File: config.mk
export PLATFORM = sky130hd
export DESIGN_NAME = pdf_string_unescaper
export DESIGN_NICKNAME = d
export VERILOG_FILES = /design/src/rtl/core/pdfu_pkg.sv /design/src/rtl/core/pdf_string_unescaper.sv /design/src/rtl/core/pdfu_front.sv /design/src/rtl/core/pdfu_queue.sv /design/src/rtl/core/pdfu_back.sv
export SDC_FILE = /design/constraint.sdc
export NUM_CORES = 1
export LEC_CHECK = 0
export BUFFER_PORTS_ARGS = -buffer_cell sky130_fd_sc_hd__buf_2
export CORE_AREA = 2 2 117 119
export CTS_CLUSTER_DIAMETER = 200
export DETAILED_ROUTE_END_ITERATION = 8
export DIE_AREA = 0 0 119 121
export HOLD_SLACK_MARGIN = 0.03
export PLACE_DENSITY = 0.72
export SYNTH_ARGS = -nofsm -noshare
export SYNTH_HDL_FRONTEND = slang
export SYNTH_SLANG_ARGS = --single-unit
File: constraint.sdc
create_clock -name clk -period 4.9 [get_ports clk]
set_input_delay 0.245 -clock clk [delete_from_list [all_inputs] [get_ports clk]]
set_output_delay 0.245 -clock clk [all_outputs]
set_load 0.05 [all_outputs]
File: src/rtl/core/pdfu_pkg.sv
// ----------------------------------------------------------------------------
// pdfu_pkg
// Shared types, constants and helpers of the PDF string decoder.
// ----------------------------------------------------------------------------
package pdfu_pkg;

  localparam int MAX_NEST_DEPTH = 255;
  localparam int DEPTH_W        = $clog2(MAX_NEST_DEPTH + 1);

  // result queue between decoder and output stage
  localparam int QDEPTH = 4;
  localparam int QAW    = $clog2(QDEPTH);

  localparam logic [7:0] CH_LPAREN = 8'h28;
  localparam logic [7:0] CH_RPAREN = 8'h29;
  localparam logic [7:0] CH_LT     = 8'h3C;
  localparam logic [7:0] CH_GT     = 8'h3E;
  localparam logic [7:0] CH_BSLASH = 8'h5C;
  localparam logic [7:0] CH_CR     = 8'h0D;
  localparam logic [7:0] CH_LF     = 8'h0A;
  localparam logic [7:0] CH_N      = 8'h6E;
  localparam logic [7:0] CH_R      = 8'h72;
  localparam logic [7:0] CH_T      = 8'h74;
  localparam logic [7:0] CH_B      = 8'h62;
  localparam logic [7:0] CH_F      = 8'h66;
  localparam logic [7:0] CH_TAB    = 8'h09;
  localparam logic [7:0] CH_BS     = 8'h08;
  localparam logic [7:0] CH_FF     = 8'h0C;

  typedef enum logic [1:0] {
    KIND_DATA = 2'd0,
    KIND_DONE = 2'd1,
    KIND_FAIL = 2'd2
  } kind_t;

  typedef enum logic [2:0] {
    M_IDLE     = 3'd0,
    M_LIT      = 3'd1,
    M_ESC      = 3'd2,
    M_CRCONT   = 3'd3,
    M_OCT      = 3'd4,
    M_HEXSTART = 3'd5,
    M_HEX      = 3'd6
  } mode_t;

  typedef struct packed {
    logic [7:0] data;
    kind_t      kind;
  } res_t;

  // results of one input byte: one or two
  typedef struct packed {
    res_t r0;
    res_t r1;
    logic two;
  } op_t;

  typedef struct packed {
    logic full;
    logic empty;
  } q_stat_t;

  // {valid, nibble}
  function automatic logic [4:0] hex_val(input logic [7:0] c);
    logic [4:0] v;
    v = 5'd0;
    if (c >= 8'h30 && c <= 8'h39) v = {1'b1, c[3:0]};
    else if ((c >= 8'h61 && c <= 8'h66) || (c >= 8'h41 && c <= 8'h46))
      v = {1'b1, c[3:0] + 4'd9};
    return v;
  endfunction

  function automatic logic is_oct(input logic [7:0] c);
    return c[7:3] == 5'b00110;
  endfunction

endpackage

File: src/rtl/core/pdf_string_unescaper.sv
// ----------------------------------------------------------------------------
// pdf_string_unescaper
// Streams decoded bytes of one PDF literal or hex string, then done/failed.
// ----------------------------------------------------------------------------
//  channel | ports                                           | direction
//  --------+-------------------------------------------------+----------
//  input   | in_valid in_stall in_data_byte in_first_byte    | in
//          | in_final_byte                                   |
//  result  | out_valid out_stall out_byte out_kind           | out
//          | out_last_of_run                                 |
//
// One raw byte per cycle is taken while the four-entry result queue has room.
// Results leave the output register one per cycle while out_stall is low; a
// byte with two results sends them in turn over the single output port.
// The first result passes through the queue, then the output register.
// Reset empties the queue and returns the decoder to idle; no clearing pass.
// A stalled output fills the queue, which then stalls the input side.
// ----------------------------------------------------------------------------
module pdf_string_unescaper (
  input  logic       clk,
  input  logic       rst_n,
  input  logic       in_valid,
  output logic       in_stall,
  input  logic [7:0] in_data_byte,
  input  logic       in_first_byte,
  input  logic       in_final_byte,
  output logic       out_valid,
  input  logic       out_stall,
  output logic [7:0] out_byte,
  output logic [1:0] out_kind,
  output logic       out_last_of_run
);
  import pdfu_pkg::*;

  logic    accept, push, pop;
  op_t     push_op, head_op;
  q_stat_t stat;

  assign in_stall = stat.full;
  assign accept   = in_valid && !stat.full;

  pdfu_front u_front (
    .clk        (clk),
    .rst_n      (rst_n),
    .accept     (accept),
    .data_byte  (in_data_byte),
    .first_byte (in_first_byte),
    .final_byte (in_final_byte),
    .push       (push),
    .op         (push_op)
  );

  pdfu_queue u_queue (
    .clk     (clk),
    .rst_n   (rst_n),
    .push    (push),
    .push_op (push_op),
    .pop     (pop),
    .head_op (head_op),
    .stat    (stat)
  );

  pdfu_back u_back (
    .clk             (clk),
    .rst_n           (rst_n),
    .head_op         (head_op),
    .stat            (stat),
    .pop             (pop),
    .out_valid       (out_valid),
    .out_stall       (out_stall),
    .out_byte        (out_byte),
    .out_kind        (out_kind),
    .out_last_of_run (out_last_of_run)
  );

endmodule

File: src/rtl/core/pdfu_front.sv
// ----------------------------------------------------------------------------
// pdfu_front
// Decoder: takes one raw byte per transfer, updates the parse state and
// emits that byte's results, if any (one or two), as a single queue entry.
// ----------------------------------------------------------------------------
module pdfu_front (
  input  logic          clk,
  input  logic          rst_n,
  input  logic          accept,
  input  logic [7:0]    data_byte,
  input  logic          first_byte,
  input  logic          final_byte,
  output logic          push,
  output pdfu_pkg::op_t op
);
  import pdfu_pkg::*;

  mode_t               mode_r, mode_nxt;
  logic [DEPTH_W-1:0]  depth_r, depth_nxt;
  logic [7:0]          acc_r, acc_nxt;
  logic [1:0]          cnt_r, cnt_nxt;
  logic [3:0]          hi_r, hi_nxt;
  logic                pend_r, pend_nxt;

  res_t       res [2];
  logic [1:0] n;
  logic       do_lit, do_hex, clr;
  logic [4:0] hv;
  logic [7:0] c;

  assign c  = data_byte;
  assign hv = hex_val(data_byte);

  always_ff @(posedge clk) begin
    if (!rst_n) begin
      mode_r  <= M_IDLE;
      depth_r <= '0;
      acc_r   <= '0;
      cnt_r   <= '0;
      hi_r    <= '0;
      pend_r  <= 1'b0;
    end else if (accept) begin
      mode_r  <= mode_nxt;
      depth_r <= depth_nxt;
      acc_r   <= acc_nxt;
      cnt_r   <= cnt_nxt;
      hi_r    <= hi_nxt;
      pend_r  <= pend_nxt;
    end
  end

  always_comb begin
    mode_nxt  = mode_r;
    depth_nxt = depth_r;
    acc_nxt   = acc_r;
    cnt_nxt   = cnt_r;
    hi_nxt    = hi_r;
    pend_nxt  = pend_r;
    res[0]    = '{data: 8'h00, kind: KIND_DATA};
    res[1]    = '{data: 8'h00, kind: KIND_DATA};
    n         = 2'd0;
    do_lit    = 1'b0;
    do_hex    = 1'b0;
    clr       = 1'b0;

    if (first_byte) begin
      clr = 1'b1;
      if (c == CH_LPAREN) begin
        mode_nxt = M_LIT;
      end else if (c == CH_LT) begin
        mode_nxt = M_HEXSTART;
      end else begin
        res[n[0]] = '{data: 8'h00, kind: KIND_FAIL};
        n         = n + 2'd1;
        mode_nxt  = M_IDLE;
      end
    end else begin
      case (mode_r)
        M_LIT: do_lit = 1'b1;
        M_ESC: begin
          mode_nxt = M_LIT;
          case (c)
            CH_N: begin res[n[0]] = '{data: CH_LF,  kind: KIND_DATA}; n = n + 2'd1; end
            CH_R: begin res[n[0]] = '{data: CH_CR,  kind: KIND_DATA}; n = n + 2'd1; end
            CH_T: begin res[n[0]] = '{data: CH_TAB, kind: KIND_DATA}; n = n + 2'd1; end
            CH_B: begin res[n[0]] = '{data: CH_BS,  kind: KIND_DATA}; n = n + 2'd1; end
            CH_F: begin res[n[0]] = '{data: CH_FF,  kind: KIND_DATA}; n = n + 2'd1; end
            CH_CR: mode_nxt = M_CRCONT;
            CH_LF: ;
            default: begin
              if (is_oct(c)) begin
                acc_nxt  = {5'd0, c[2:0]};
                cnt_nxt  = 2'd1;
                mode_nxt = M_OCT;
              end else begin
                res[n[0]] = '{data: c, kind: KIND_DATA};
                n         = n + 2'd1;
              end
            end
          endcase
        end
        M_CRCONT: begin
          mode_nxt = M_LIT;
          do_lit   = (c != CH_LF);
        end
        M_OCT: begin
          if (is_oct(c) && cnt_r != 2'd3) begin
            acc_nxt = {acc_r[4:0], c[2:0]};
            cnt_nxt = cnt_r + 2'd1;
            if (cnt_r == 2'd2) begin
              res[n[0]] = '{data: {acc_r[4:0], c[2:0]}, kind: KIND_DATA};
              n         = n + 2'd1;
              acc_nxt   = '0;
              cnt_nxt   = '0;
              mode_nxt  = M_LIT;
            end
          end else begin
            res[n[0]] = '{data: acc_r, kind: KIND_DATA};
            n         = n + 2'd1;
            acc_nxt   = '0;
            cnt_nxt   = '0;
            mode_nxt  = M_LIT;
            do_lit    = 1'b1;
          end
        end
        M_HEXSTART: begin
          if (c == CH_LT) begin
            // dictionary open, not a string
            res[n[0]] = '{data: 8'h00, kind: KIND_FAIL};
            n         = n + 2'd1;
            mode_nxt  = M_IDLE;
            clr       = 1'b1;
          end else begin
            do_hex = 1'b1;
          end
        end
        M_HEX:   do_hex = 1'b1;
        default: mode_nxt = M_IDLE;
      endcase
    end

    if (do_lit) begin
      if (c == CH_BSLASH) begin
        mode_nxt = M_ESC;
      end else if (c == CH_LPAREN) begin
        if (depth_r >= DEPTH_W'(MAX_NEST_DEPTH)) begin
          res[n[0]] = '{data: 8'h00, kind: KIND_FAIL};
          n         = n + 2'd1;
          mode_nxt  = M_IDLE;
          clr       = 1'b1;
        end else begin
          depth_nxt = depth_r + DEPTH_W'(1);
          res[n[0]] = '{data: c, kind: KIND_DATA};
          n         = n + 2'd1;
        end
      end else if (c == CH_RPAREN) begin
        if (depth_r == '0) begin
          res[n[0]] = '{data: 8'h00, kind: KIND_DONE};
          n         = n + 2'd1;
          mode_nxt  = M_IDLE;
          clr       = 1'b1;
        end else begin
          depth_nxt = depth_r - DEPTH_W'(1);
          res[n[0]] = '{data: c, kind: KIND_DATA};
          n         = n + 2'd1;
        end
      end else begin
        res[n[0]] = '{data: c, kind: KIND_DATA};
        n         = n + 2'd1;
      end
    end

    if (do_hex) begin
      mode_nxt = M_HEX;
      if (c == CH_GT) begin
        // odd final nibble is padded with zero
        if (pend_r) begin
          res[n[0]] = '{data: {hi_r, 4'h0}, kind: KIND_DATA};
          n         = n + 2'd1;
        end
        res[n[0]] = '{data: 8'h00, kind: KIND_DONE};
        n         = n + 2'd1;
        mode_nxt  = M_IDLE;
        clr       = 1'b1;
      end else if (hv[4]) begin
        if (pend_r) begin
          res[n[0]] = '{data: {hi_r, hv[3:0]}, kind: KIND_DATA};
          n         = n + 2'd1;
          pend_nxt  = 1'b0;
          hi_nxt    = '0;
        end else begin
          hi_nxt   = hv[3:0];
          pend_nxt = 1'b1;
        end
      end
    end

    // buffer ran out with the string still open: only a failure goes out
    if (final_byte && mode_nxt != M_IDLE) begin
      res[0]   = '{data: 8'h00, kind: KIND_FAIL};
      n        = 2'd1;
      mode_nxt = M_IDLE;
      clr      = 1'b1;
    end

    if (clr) begin
      depth_nxt = '0;
      acc_nxt   = '0;
      cnt_nxt   = '0;
      hi_nxt    = '0;
      pend_nxt  = 1'b0;
    end
  end

  assign push   = accept && (n != 2'd0);
  assign op.r0  = res[0];
  assign op.r1  = res[1];
  assign op.two = (n == 2'd2);

endmodule

File: src/rtl/core/pdfu_queue.sv
// ----------------------------------------------------------------------------
// pdfu_queue
// Short FIFO of result entries between the decoder and the output stage.
// ----------------------------------------------------------------------------
module pdfu_queue (
  input  logic              clk,
  input  logic              rst_n,
  input  logic              push,
  input  pdfu_pkg::op_t     push_op,
  input  logic              pop,
  output pdfu_pkg::op_t     head_op,
  output pdfu_pkg::q_stat_t stat
);
  import pdfu_pkg::*;

  op_t           mem [QDEPTH];
  logic [QAW-1:0] wptr_r, rptr_r;
  logic [QAW:0]   cnt_r;

  always_ff @(posedge clk) begin
    if (push) mem[wptr_r] <= push_op;
  end

  always_ff @(posedge clk) begin
    if (!rst_n) begin
      wptr_r <= '0;
      rptr_r <= '0;
      cnt_r  <= '0;
    end else begin
      if (push) wptr_r <= wptr_r + QAW'(1);
      if (pop)  rptr_r <= rptr_r + QAW'(1);
      case ({push, pop})
        2'b10:   cnt_r <= cnt_r + (QAW+1)'(1);
        2'b01:   cnt_r <= cnt_r - (QAW+1)'(1);
        default: cnt_r <= cnt_r;
      endcase
    end
  end

  assign head_op    = mem[rptr_r];
  assign stat.full  = (cnt_r == (QAW+1)'(QDEPTH));
  assign stat.empty = (cnt_r == '0);

endmodule

File: src/rtl/core/pdfu_back.sv
// ----------------------------------------------------------------------------
// pdfu_back
// Output stage: splits queue entries into single results and holds each
// one in the output register until it is transferred.
// ----------------------------------------------------------------------------
module pdfu_back (
  input  logic              clk,
  input  logic              rst_n,
  input  pdfu_pkg::op_t     head_op,
  input  pdfu_pkg::q_stat_t stat,
  output logic              pop,
  output logic              out_valid,
  input  logic              out_stall,
  output logic [7:0]        out_byte,
  output logic [1:0]        out_kind,
  output logic              out_last_of_run
);
  import pdfu_pkg::*;

  logic  vld_r, vld_nxt;
  res_t  res_r, res_nxt;
  logic  last_r, last_nxt;
  logic  sec_r, sec_nxt;   // second result of the last popped entry waits
  res_t  sec_res_r, sec_res_nxt;
  logic  load;

  assign load = !vld_r || !out_stall;

  always_ff @(posedge clk) begin
    if (!rst_n) begin
      vld_r <= 1'b0;
      sec_r <= 1'b0;
    end else begin
      vld_r <= vld_nxt;
      sec_r <= sec_nxt;
    end
  end

  always_ff @(posedge clk) begin
    res_r     <= res_nxt;
    last_r    <= last_nxt;
    sec_res_r <= sec_res_nxt;
  end

  always_comb begin
    vld_nxt     = vld_r;
    res_nxt     = res_r;
    last_nxt    = last_r;
    sec_nxt     = sec_r;
    sec_res_nxt = sec_res_r;
    pop         = 1'b0;
    if (load) begin
      if (sec_r) begin
        vld_nxt  = 1'b1;
        res_nxt  = sec_res_r;
        last_nxt = 1'b1;
        sec_nxt  = 1'b0;
      end else if (!stat.empty) begin
        pop         = 1'b1;
        vld_nxt     = 1'b1;
        res_nxt     = head_op.r0;
        last_nxt    = !head_op.two;
        sec_nxt     = head_op.two;
        sec_res_nxt = head_op.r1;
      end else begin
        vld_nxt = 1'b0;
      end
    end
  end

  assign out_valid       = vld_r;
  assign out_byte        = res_r.data;
  assign out_kind        = res_r.kind;
  assign out_last_of_run = last_r;

endmodule

==> flow_metrics.py, run 1 <==
metrics = {
    "worst_setup_path": {
        "setup.worst_path.start_class": "register",
        "critPathRequiredTime_ns": 5.24,
        "crit_path_cell_trace": "nand4_1, or4_1, o211ai_1, nand2_1, nand2_1, ha_1, nor2b_1, or2_1, a41oi_2, inv_1, ha_1, fa_1, xnor2_1, or3_1, a21oi_1",
        "critical-path-top-delay-family": "simple AND/OR/NAND/NOR gates",
        "crit_path_max_incr_delay_ns": 0.60,
        "critical_path.reg2reg.endpoint": "u_queue.cnt_r[2]",
        "cp.buffers_inverters": 1,
        "cp_slowest_cell": "dfxtp_1",
        "setup.worst_path.class": "register to register",
        "timing.critical_path.to_type": "register",
        "launch_point_of_the_worst_path": "u_front.mode_r[0]",
        "r2r_cells": 15,
        "reg2reg_slack_ns": 0.85,
        "endpoint": "u_queue.cnt_r[2]",
        "worstSetupPathDepth": 15,
        "critPathArrivalTime_ns": 4.38,
        "r2r_start": "u_front.mode_r[0]",
        "maximum_fanout_along_the_worst_path": 12,
    },
    "route": {
        "drtIter0Drc": 570,
        "avgViaCountPerCell": 6.31,
        "vias": 5066,
        "drt_total_wl_um": 17200,
        "routed_wire_length_per_instance_um": 21.4,
        "dr_drc_count": 0,
        "ant_nets": 0,
        "drt_pass1_iterations": 5,
    },
    "floorplanning": {
        "initial_utilization_pct": 54.6,
        "design.core.area_mm2": 0.0131,
        "design.die.area_mm2": 0.0144,
        "placement_rows": 42,
        "floorplan.die.width_um": 119,
        "top_level_ports": 27,
        "floorplan.die.height_um": 121,
    },
    "worst_hold_path": {
        "hp-class": "primary input to register",
        "min_from": "out_stall",
        "min_delay_path_depth": 3,
    },
    "synthesis": {
        "yosysUniqueCellTypes": 77,
        "synth-edff-count": 105,
        "synth.avg_cell_area_um2": 12.2,
        "yosysWarningCount": 0,
        "syn-instance-count": 587,
        "syn-num-nets": 620,
        "async_reset_ff_share_pct": 0,
        "yosys_register_bits": 142,
        "ys_dominant_reg_cell": "edfxtp_1",
        "yosysSeqAreaShare_pct": 54.5,
        "synth.cell_area_mm2": 0.00714,
    },
    "clock_tree": {
        "cts_max_path_buffers": 2,
        "clkSinkCount": 142,
        "cts_made_buffers": 17,
        "cts-root-buf": "clkbuf_16",
        "cts_post_setup_buffers_inserted": 0,
        "htreeDepth": 4,
        "cts_repair_resize_count": 0,
        "tritoncts": "built",
        "clk_transition_reported_paths_ns": 0.06,
        "holdBufCountCts": 0,
        "worstSkewPairLatency_ns": 0.42,
    },
    "placed_design": {
        "dp_hpwl_um": 12000,
        "gp_congestion": 0.937,
        "numPortBuffers": 26,
    },
    "power": {
        "power.density_mw_per_mm2": 437,
        "p_leak_nw": 2.80,
        "ir_drop_mv": 0.212,
        "post-layout-total-power_mw": 3.48,
    },
    "grt": {
        "grt_pass1_vias": 4892,
        "grt_util_met1_pct": 33.8,
        "grt_start_max_net_pins": 26,
        "grt_most_used_layer": "met2",
        "grt.met3_usage_pct": 5.73,
        "grt_first_pass_wirelength_um": 27700,
        "grt_antenna_before_repair": 0,
        "globalRoute.totalOverflow": 0,
        "grt_use_met2_pct": 40.1,
        "grtUsageTotal_pct": 25.6,
    },
    "finish": {
        "multiInputGateArea_mm2": 0.00302,
        "post_route_cells_drive_above_1_share_pct": 18.3,
        "final_core_util_pct": 60.9,
        "final_nets": 648,
        "num-fill-cells": 1011,
        "antennaDiodeCount": 0,
        "area_growth_pct": 11.5,
        "ff_latch_area_mm2": 0.00389,
    },
    "sta": {
        "timing.final.setup_violations": 0,
        "report.final.slew_viol_count": 0,
        "fmax_mhz": 247,
        "worst-slew-pin-transition_ns": 1.25,
        "final.period_utilization_pct": 82.6,
        "max_slew_margin_pct": 16.3,
        "setup_tns_ns": 0,
        "report.final.hold_viol_count": 0,
        "worst_clock_skew_ns": 0.0110,
        "post-route-min-period_ns": 4.05,
        "grt_setup_unrepaired": "false",
    },
    "run": {
        "maxCapViolations": 0,
    },
    "run_status": {
        "result_of_the_run": "finished, final reports clean",
    },
}
## through the flow
step	cell area, um^2	hold WS [ns]	cells	setup WS, ns
floorplan	7140	0.399	587	1.23
global placement	7460	0.450	772	0.702
detailed placement	7460	0.454	772	0.617
CTS	7970	0.115	803	0.894
global route	7970	0.147	803	0.471
finish	7970	0.139	803	0.854
## per-layer routing
metal | vias to the layer above | routed length, um | part of all wire [%]
met3 | 48 | 952 | 5.5
met4 | 0 | 756 | 4.4
met5 | - | 0 | 0
met2 | 208 | 8220 | 48
li1 | 2324 | - | -
met1 | 2486 | 7290 | 42
## cells in the mapped netlist (4+ instances only)
cell type,number,area [um^2]
o21ai_1,4,20.0
nand4_1,9,56.3
inv_1,27,101
nor4_1,6,37.5
nor3b_1,7,52.6
nand2_1,46,173
o21ai_0,22,110
a31oi_1,8,50.1
nor2_1,33,124
nor3_1,13,65.1
and2_1,7,43.8
dfxtp_1,37,741
mux2i_1,16,160
edfxtp_1,105,3150
mux4_2,21,473
nor2b_1,11,68.8
buf_2,12,60.1
nand3_1,18,90.1
a32oi_1,5,43.8
a21o_1,6,45.0
ha_1,17,213
xor2_1,7,61.3
clkbuf_1,14,52.6
and3_1,4,25.0
and4_1,4,35.0
nand2b_1,5,31.3
o31ai_1,5,37.5
o22ai_1,9,56.3
a21oi_1,19,95.1
mux2_2,10,113
xnor2_1,4,35.0
## worst register-to-register path, delay by kind of cell, from the launching register on
kind	cells	cell delay, ns
adders and majority gates	3	0.74
DFF	1	0.60
xor gates and xnor gates	1	0.14
AOI/OAI and AO/OA	3	0.71
buffers and inverters	1	0.08
and+or+nand+nor	7	1.69
## state kept, by name, summed over array words and instances (netlist names), named ones only
| register | cells |
|---|---|
| u_queue.wptr_r | 2 |
| u_queue.mem | 84 |
| u_front.depth_r | 8 |
| u_back.out_valid | 1 |
| u_queue.cnt_r | 3 |
| u_back.out_kind | 2 |
| u_back.out_byte | 8 |
| u_front.hi_r | 4 |
| u_front.pend_r | 1 |
| u_front.acc_r | 8 |
| u_front.cnt_r | 2 |
| u_front.mode_r | 3 |
| u_back.out_last_of_run | 1 |
| u_back.sec_r | 1 |
| u_back.sec_res_r | 10 |
| u_queue.rptr_r | 2 |
## cell type report
class	instances	share of cell area, %
sequential	142	48.9
multi-input combinational	388	37.9
clock inverter	11	0.880
tap	176	2.76
timing repair buffer	38	2.76
inverter	28	1.32
clock buffer	20	5.48
## power breakdown
part	leakage (nW)	internal (mW)	switching [mW]
Clock	0.246	0.639	0.475
Sequential	1.27	1.51	0.0671
Combinational	1.28	0.283	0.508
## cell families (layout without fill, tap and decap cells)
kind of cell,Yosys count,in the layout,synth area share (%)
AOI/OAI and AO/OA,126,126,13.1
xor gates and xnor gates,11,11,1.35
adders and majority gates,19,19,3.54
buffers and inverters,57,97,3.21
DFF,142,142,54.5
muxes,47,47,10.4
and+or+nand+nor,185,185,13.8
## worst min path at each step
stage,to
4_1_cts,u_back.sec_r
3_3_place_gp,u_front.acc_r[5]
3_5_place_dp,u_front.hi_r[0]
2_1_floorplan,u_front.acc_r[0]
6_report,u_back.sec_r
5_1_grt,u_back.sec_r
## cells in the final DEF, fill, tap and decap left out, drive strengths merged, types with 6 or more instances in the layout
cell type	n
mux2i	16
a31oi	9
nand2	46
nor2b	11
and2	7
o21ai	26
nor3	13
o22ai	10
a21o	6
mux4	21
dfxtp	37
nand4	9
clkinv	6
buf	38
a21oi	19
inv	30
nand3	18
edfxtp	105
ha	17
nor3b	7
clkbuf	20
mux2	10
nor4	6
xor2	7
nor2	33
(Power assumes the default switching activity.)
==> run 2, diff against run 1 <==
Settings changed: ABC_AREA set to 1, CORE_AREA 2 2 117 119 to 2 2 119 121, DIE_AREA 0 0 119 121 to 0 0 121 123, PLACE_DENSITY 0.72 to 0.74.
Clock period 4.9 ns to 3.4 ns, I/O delays scaled along.
==> run 2 against run 1 <==
Against the previous run:
- worst hold slack gained 0.017 ns
- area after synthesis grew 2.2%
- wire length grew 5.3%
- sequential power grew 50%
- critical path depth grew 7
- fmax grew 31%
- setup slack lost 0.55 ns
- critical path type unchanged
- clock-buffer cell count is the same
==> flow_metrics.py, run 2 <==
metrics = {
    "run_status": {
        "result_of_the_run": "finished, final reports clean",
    },
    "synthesis": {
        "ys_dominant_reg_cell": "edfxtp_1",
        "synth.cell_area_mm2": 0.00730,
        "synth_area_leader_cell": "edfxtp_1",
        "post-synth-top-count-cell": "nor2_1",
        "async_reset_ff_share_pct": 0,
        "yosysTopAreaCellShare_pct": 43.2,
        "syn-num-nets": 847,
        "top_cells_by_area_in_the_synthesized_netlist": "edfxtp_1 (43%), dfxtp_1 (10%), nor2_1 (8.7%), o21ai_0 (5.2%), nand2_1 (4.8%)",
        "synth.avg_cell_area_um2": 8.97,
        "yosys-top-cells-count": "nor2_1 (169), edfxtp_1 (105), nand2_1 (94)",
        "yosysSeqAreaShare_pct": 53.3,
        "syn-instance-count": 814,
        "yosysWarningCount": 0,
        "yosysUniqueCellTypes": 49,
        "yosys_register_bits": 142,
        "synth-edff-count": 105,
    },
    "grt": {
        "grt_use_met2_pct": 43.9,
        "grt_pass1_vias": 5735,
        "grt_util_met1_pct": 32.7,
        "grt_most_used_layer": "met2",
        "grt_start_max_net_pins": 43,
        "grt_first_pass_wirelength_um": 29100,
        "grt_antenna_before_repair": 0,
        "grt.met3_usage_pct": 4.66,
        "grtUsageTotal_pct": 25.8,
        "globalRoute.totalOverflow": 0,
    },
    "worst_setup_path": {
        "crit_path_max_incr_delay_ns": 0.42,
        "critPathArrivalTime_ns": 3.40,
        "critical_path.most_common_cell": "nand2_1",
        "setup.worst_path.start_class": "register",
        "maximum_fanout_along_the_worst_path": 4,
        "r2r_start": "u_front.mode_r[1]",
        "setup.worst_path.class": "register to register",
        "critPathRequiredTime_ns": 3.71,
        "reg2reg_slack_ns": 0.31,
        "r2r_cells": 22,
        "crit_path_cell_trace": "inv_2, nand2_4, nor2_4, nand3_2, nand2_1, inv_1, nand3_2, nand2_1, inv_1, ha_1, nand2_1, nand2_1, buf_4, nand2_1, nand2_1, a21boi_1, nand3_4, nand2_2, ha_2, fa_2, o21ai_0, nor2_1",
        "cp_slowest_cell": "fa_2",
        "critical_path.reg2reg.endpoint": "u_queue.cnt_r[1]",
        "timing.critical_path.to_type": "register",
    },
    "clock_tree": {
        "clk_transition_reported_paths_ns": 0.06,
        "htreeDepth": 4,
        "tritoncts": "built",
        "cts_max_path_buffers": 2,
        "cts_made_buffers": 17,
        "worstSkewPairLatency_ns": 0.42,
        "cts-root-buf": "clkbuf_16",
        "holdBufCountCts": 0,
        "clkSinkCount": 142,
    },
    "floorplanning": {
        "floorplan.die.width_um": 121,
        "placement_rows": 43,
        "design.die.area_mm2": 0.0149,
        "floorplan.die.height_um": 123,
        "initial_utilization_pct": 53.6,
        "top_level_ports": 27,
        "design.core.area_mm2": 0.0136,
    },
    "finish": {
        "commonest_non_fill_non_tap_cells_in_the_layout": "nor2_1 (165), edfxtp_1 (105), nand2_1 (92)",
        "regMostFlops": "u_queue.mem",
        "post_route_cells_drive_above_1_share_pct": 19.4,
        "final-instance-count-excl-fill": 1077,
        "largest_register_ff_count": 84,
        "area_growth_pct": 17.7,
        "final_nets": 917,
        "layout_top_registers": "u_queue.mem: 84 flops, u_back.sec_res_r: 10 flops",
        "layout.cells.most_common": "nor2_1",
        "final_core_util_pct": 63.1,
        "antennaDiodeCount": 0,
    },
    "route": {
        "ant_nets": 0,
        "drtIter0Drc": 517,
        "routed_wire_length_per_instance_um": 16.8,
        "avgViaCountPerCell": 5.60,
        "drt_total_wl_um": 18100,
        "dr_drc_count": 0,
        "vias": 6031,
        "drt_pass1_iterations": 7,
    },
    "worst_hold_path": {
        "min_delay_path_depth": 5,
        "hold_end": "u_back.out_valid",
        "hp-class": "primary input to register",
        "min_from": "out_stall",
    },
    "placed_design": {
        "dp_slack_ns": -0.0754,
        "placed_cells_incl_taps": 1042,
        "numPortBuffers": 26,
        "gp_congestion": 0.981,
        "dp_hpwl_um": 12600,
    },
    "power": {
        "p_leak_nw": 3.43,
        "power.density_mw_per_mm2": 680,
        "ir_drop_mv": 0.352,
    },
    "sta": {
        "fmax_mhz": 323,
        "worst_clock_skew_ns": 0.00658,
        "worst-slew-pin-transition_ns": 0.747,
        "timing.final.setup_violations": 0,
        "grt_setup_unrepaired": "false",
        "max_slew_margin_pct": 50.1,
        "report.final.hold_viol_count": 0,
        "post-route-min-period_ns": 3.09,
        "final.period_utilization_pct": 91.0,
        "finalWorstSetupSlack_ns": 0.307,
        "report.final.slew_viol_count": 0,
    },
    "run": {
        "maxCapViolations": 0,
    },
}
==> run 2: cell types whose count changed after synthesis, moves of 9 or more <==
cell / change
a21oi_1: +13
buf_2: -11
inv_1: +36
inv_2: +12
mux2_2: -10
mux2i_1: -16
mux4_2: -21
nand2_1: +48
nand2_2: +13
nand3_1: +26
nand4_1: +9
nor2_1: +136
nor2b_1: -11
o21ai_0: +54
==> run 2: cell type report <==
type                    instances  area [um^2]
clock inverters                12          120
flip-flops and latches        142         3900
fillers                      1159         5020
well taps                     180          225
repair buffers                 78          571
multi-input cells             569         3060
clock buffers                  20          437
inverters                      76          285
==> run 2: kinds of logic after synthesis <==
kind of cell | count (synthesis) | share of synthesized area, %
AOI/OAI and AO/OA | 167 | 13.3
DFF | 142 | 53.3
xor gates and xnor gates | 6 | 0.720
adders and majority gates | 19 | 3.46
buffers and inverters | 103 | 5.62
and+or+nand+nor | 377 | 23.6
==> run 2: worst max-delay path by stage <==
stage | startpoint | endpoint | cells past startpoint
2_1_floorplan | u_front.mode_r[2] | u_queue.mem[1][0] | 17
4_1_cts | u_front.mode_r[1] | u_queue.cnt_r[2] | 23
3_3_place_gp | in_data_byte[1] | u_queue.cnt_r[2] | 23
6_report | u_front.mode_r[1] | u_queue.cnt_r[1] | 22
3_5_place_dp | in_data_byte[1] | u_queue.cnt_r[2] | 23
5_1_grt | u_front.mode_r[1] | u_queue.cnt_r[2] | 23
==> run 2: report_power, final <==
part,leakage (nW),internal [mW],switching [mW]
Sequential,1.28,2.24,0.113
Clock,0.261,1.07,0.688
Combinational,1.89,0.510,1.23
Total,3.43,3.82,2.03
==> run 2: metrics by stage <==
stage	hold WS, ns	area [um^2]	power, mW	TNS (ns)
after global placement	0.450	7970	4.04	0
after CTS	0.136	8520	5.83	0
after floorplan	0.364	7300	3.58	-5.95
after detailed placement	0.460	7970	4.08	-0.0754
after global routing	0.203	8590	6.17	0
final	0.156	8590	5.85	0
==> run 2: worst max-delay path: cells and delay by family, from the launching register on <==
kind	cells	cell delay, ns
buffers and inverters	4	0.35
DFF	1	0.33
AOI/OAI and AO/OA	2	0.41
and+or+nand+nor	13	1.06
adders and majority gates	3	0.83
==> run 2: repair_timing <==
item	in CTS	in global routing
resized for setup	0	15
setup buffers	0	3
endpoints found under the setup margin	0	2
==> run 2: layer usage <==
layer  wire (um)  vias to the layer above
met5           0                        -
met4         497                        0
met3        1000                       36
met2        8880                      199
met1        7760                     2855
li1            -                     2941
==> run 3, diff against run 2 <==
Settings changed: BUFFER_PORTS_ARGS -buffer_cell sky130_fd_sc_hd__buf_2 to unset, DONT_BUFFER_PORTS set to 1, PLACE_DENSITY 0.74 to 0.72.
==> run 3 against run 2 <==
Against the previous run:
- final cell count shrank 3.4%
- critical path depth is the same
- worst hold slack lost 0.099 ns
- sequential cell count is the same
- fmax shrank 0.92%
- power shrank 0.52%
- register-to-register slack lost 0.03 ns
- combinational power shrank 19%
- clock skew grew 0.0033 ns
- wire length grew 7.1%
==> flow_metrics.py, run 3 (synthesis gave the netlist of run 2 again) <==
metrics = {
    "run_status": {
        "result_of_the_run": "finished, final reports clean",
    },
    "placed_design": {
        "numPortBuffers": 0,
        "detailed_place.area_mm2": 0.00772,
        "dp_hpwl_um": 13400,
        "dp_slack_ns": 0.0208,
        "gp_congestion": 0.995,
        "placed_cells_incl_taps": 1001,
    },
    "grt": {
        "grt_util_met1_pct": 33.2,
        "globalRoute.totalOverflow": 0,
        "grt_most_used_layer": "met2",
        "grt_start_max_net_pins": 43,
        "grtUsageTotal_pct": 27.6,
        "grt_first_pass_wirelength_um": 30700,
        "grt_use_met2_pct": 47.0,
        "grt_pass1_vias": 5848,
        "grt_antenna_before_repair": 0,
        "grt.met3_usage_pct": 5.86,
    },
    "finish": {
        "area_growth_pct": 15.2,
        "postLayoutCellArea_mm2": 0.00841,
        "final-instance-count-excl-fill": 1040,
        "largest_register_ff_count": 84,
        "regMostFlops": "u_queue.mem",
        "final_nets": 880,
        "commonest_non_fill_non_tap_cells_in_the_layout": "nor2_1 (165), edfxtp_1 (105), nand2_1 (91)",
        "final_core_util_pct": 61.8,
        "layout_top_registers": "u_queue.mem: 84 flops, u_back.sec_res_r: 10 flops",
        "layout.cells.most_common": "nor2_1",
        "antennaDiodeCount": 0,
        "post_route_cells_drive_above_1_share_pct": 15.5,
    },
    "route": {
        "drt_total_wl_um": 19400,
        "drt_pass1_iterations": 5,
        "routed_wire_length_per_instance_um": 18.7,
        "dr_drc_count": 0,
        "vias": 5966,
        "drtIter0Drc": 599,
        "avgViaCountPerCell": 5.74,
        "ant_nets": 0,
    },
    "floorplanning": {
        "floorplan.die.width_um": 121,
        "top_level_ports": 27,
        "initial_utilization_pct": 53.6,
        "design.core.area_mm2": 0.0136,
        "placement_rows": 43,
        "floorplan.die.height_um": 123,
        "design.die.area_mm2": 0.0149,
    },
    "power": {
        "pwr-share-seq_pct": 45.3,
        "switching_fraction_pct": 34.7,
        "power.internal_mw": 3.80,
        "power.density_mw_per_mm2": 691,
        "ir_drop_mv": 0.363,
        "p_comb_share_pct": 24.2,
        "clock_network_fraction_of_design_power_pct": 30.5,
        "sw_pwr_mw": 2.02,
        "post-layout-total-power_mw": 5.82,
        "p_leak_nw": 3.27,
    },
    "sta": {
        "post-route-min-period_ns": 3.12,
        "min_hold_slack_ns": 0.0566,
        "report.final.slew_viol_count": 0,
        "setup_tns_ns": 0,
        "max_slew_margin_pct": 41.9,
        "timing.final.setup_violations": 0,
        "finalWorstSetupSlack_ns": 0.278,
        "fmax_mhz": 320,
        "worst_clock_skew_ns": 0.00992,
        "report.final.hold_viol_count": 0,
        "worst-slew-pin-transition_ns": 0.869,
        "final.period_utilization_pct": 91.8,
    },
    "clock_tree": {
        "tritoncts": "built",
        "clk_transition_reported_paths_ns": 0.05,
        "htreeDepth": 4,
        "worstSkewPairLatency_ns": 0.42,
        "cts-root-buf": "clkbuf_16",
        "cts_max_path_buffers": 2,
        "clkSinkCount": 142,
        "cts_made_buffers": 17,
    },
    "worst_setup_path": {
        "critical-path-top-delay-family": "simple AND/OR/NAND/NOR gates",
        "worstSetupPathDepth": 22,
        "reg2reg_slack_ns": 0.28,
        "cp.buffers_inverters": 3,
        "critical_path.reg2reg.endpoint": "u_queue.cnt_r[2]",
        "maximum_fanout_along_the_worst_path": 4,
        "setup.worst_path.start_class": "register",
        "critPathRequiredTime_ns": 3.75,
        "crit_path_cell_trace": "inv_1, nand4_1, nand2_2, nand2_1, inv_2, nand3_2, nand2_2, inv_2, ha_4, nand2_1, nand3_1, nand3_2, nand2_1, nand2_1, nand3_2, nand2_2, ha_4, fa_2, a21oi_2, o21a_1, o21ai_0, a21oi_1",
        "critPathArrivalTime_ns": 3.47,
        "r2r_start": "u_front.cnt_r[1]",
        "critical_path.most_common_cell": "nand2_1",
        "timing.critical_path.to_type": "register",
        "crit_path_max_incr_delay_ns": 0.37,
        "r2r_cells": 22,
        "cp_slowest_cell": "fa_2",
        "launch_point_of_the_worst_path": "u_front.cnt_r[1]",
        "setup.worst_path.class": "register to register",
        "endpoint": "u_queue.cnt_r[2]",
    },
    "run": {
        "maxCapViolations": 0,
    },
    "worst_hold_path": {
        "hp-class": "primary input to register",
    },
}
## run 3: cell count changes in the layout (fill, tap and decap cells not counted), sizes merged
| cell | delta |
|---|---|
| buf | -42 |
| clkbuf | +5 |
| dlygate4sd3 | +5 |
| clkinv | -3 |
| clkinvlp | -1 |
| inv | -1 |
## run 3: worst min path at each step
stage                         start  slack, ns  cells after the start                 end
floorplan                     rst_n       0.36                      2   u_front.mode_r[1]
global placement              rst_n       0.30                      2  u_front.depth_r[2]
detailed placement            rst_n       0.30                      2    u_front.acc_r[2]
CTS                       out_stall       0.05                      4        u_back.sec_r
global route        in_data_byte[7]       0.08                      2  u_queue.mem[3][10]
finish                    out_stall       0.06                      4        u_back.sec_r
## run 3: final cells by class
class / count / area (um^2)
multi-input combinational: 569 / 3070
sequential: 142 / 3900
tap: 180 / 225
inverter: 76 / 288
timing repair buffer: 41 / 370
clock inverter: 7 / 92.6
fill: 1144 / 5200
clock buffer: 25 / 465
## run 3: layer usage
| metal | up-vias | wire, um |
|---|---|---|
| li1 | 2878 | - |
| met1 | 2817 | 7910 |
| met2 | 224 | 9610 |
| met3 | 47 | 1150 |
| met4 | 0 | 749 |
| met5 | - | 0 |
## run 3: power groups by stage
stage          Clock [mW]  Combinational, mW  Sequential (mW)
2_1_floorplan           0              0.954             2.63
3_3_place_gp            0               1.28             2.65
3_5_place_dp            0               1.34             2.67
4_1_cts              1.80               1.36             2.64
5_1_grt              1.87               1.58             2.67
6_report             1.77               1.41             2.64
## run 3: timing repair
action / in CTS / in global routing
buffers inserted: 0 / 2
resized for setup: 0 / 19
hold buffers: 5 / 0
endpoints found under the hold margin: 26 / 0
setup endpoints to repair: 0 / 2
## run 3: worst reg2reg max path, delay by kind of cell, from the launching register on
kind                       cells  cell delay (ns)
and+or+nand+nor               12             1.25
adders and majority gates      3             0.81
AOI/OAI and AO/OA              4             0.51
DFF                            1             0.32
buffers and inverters          3             0.19
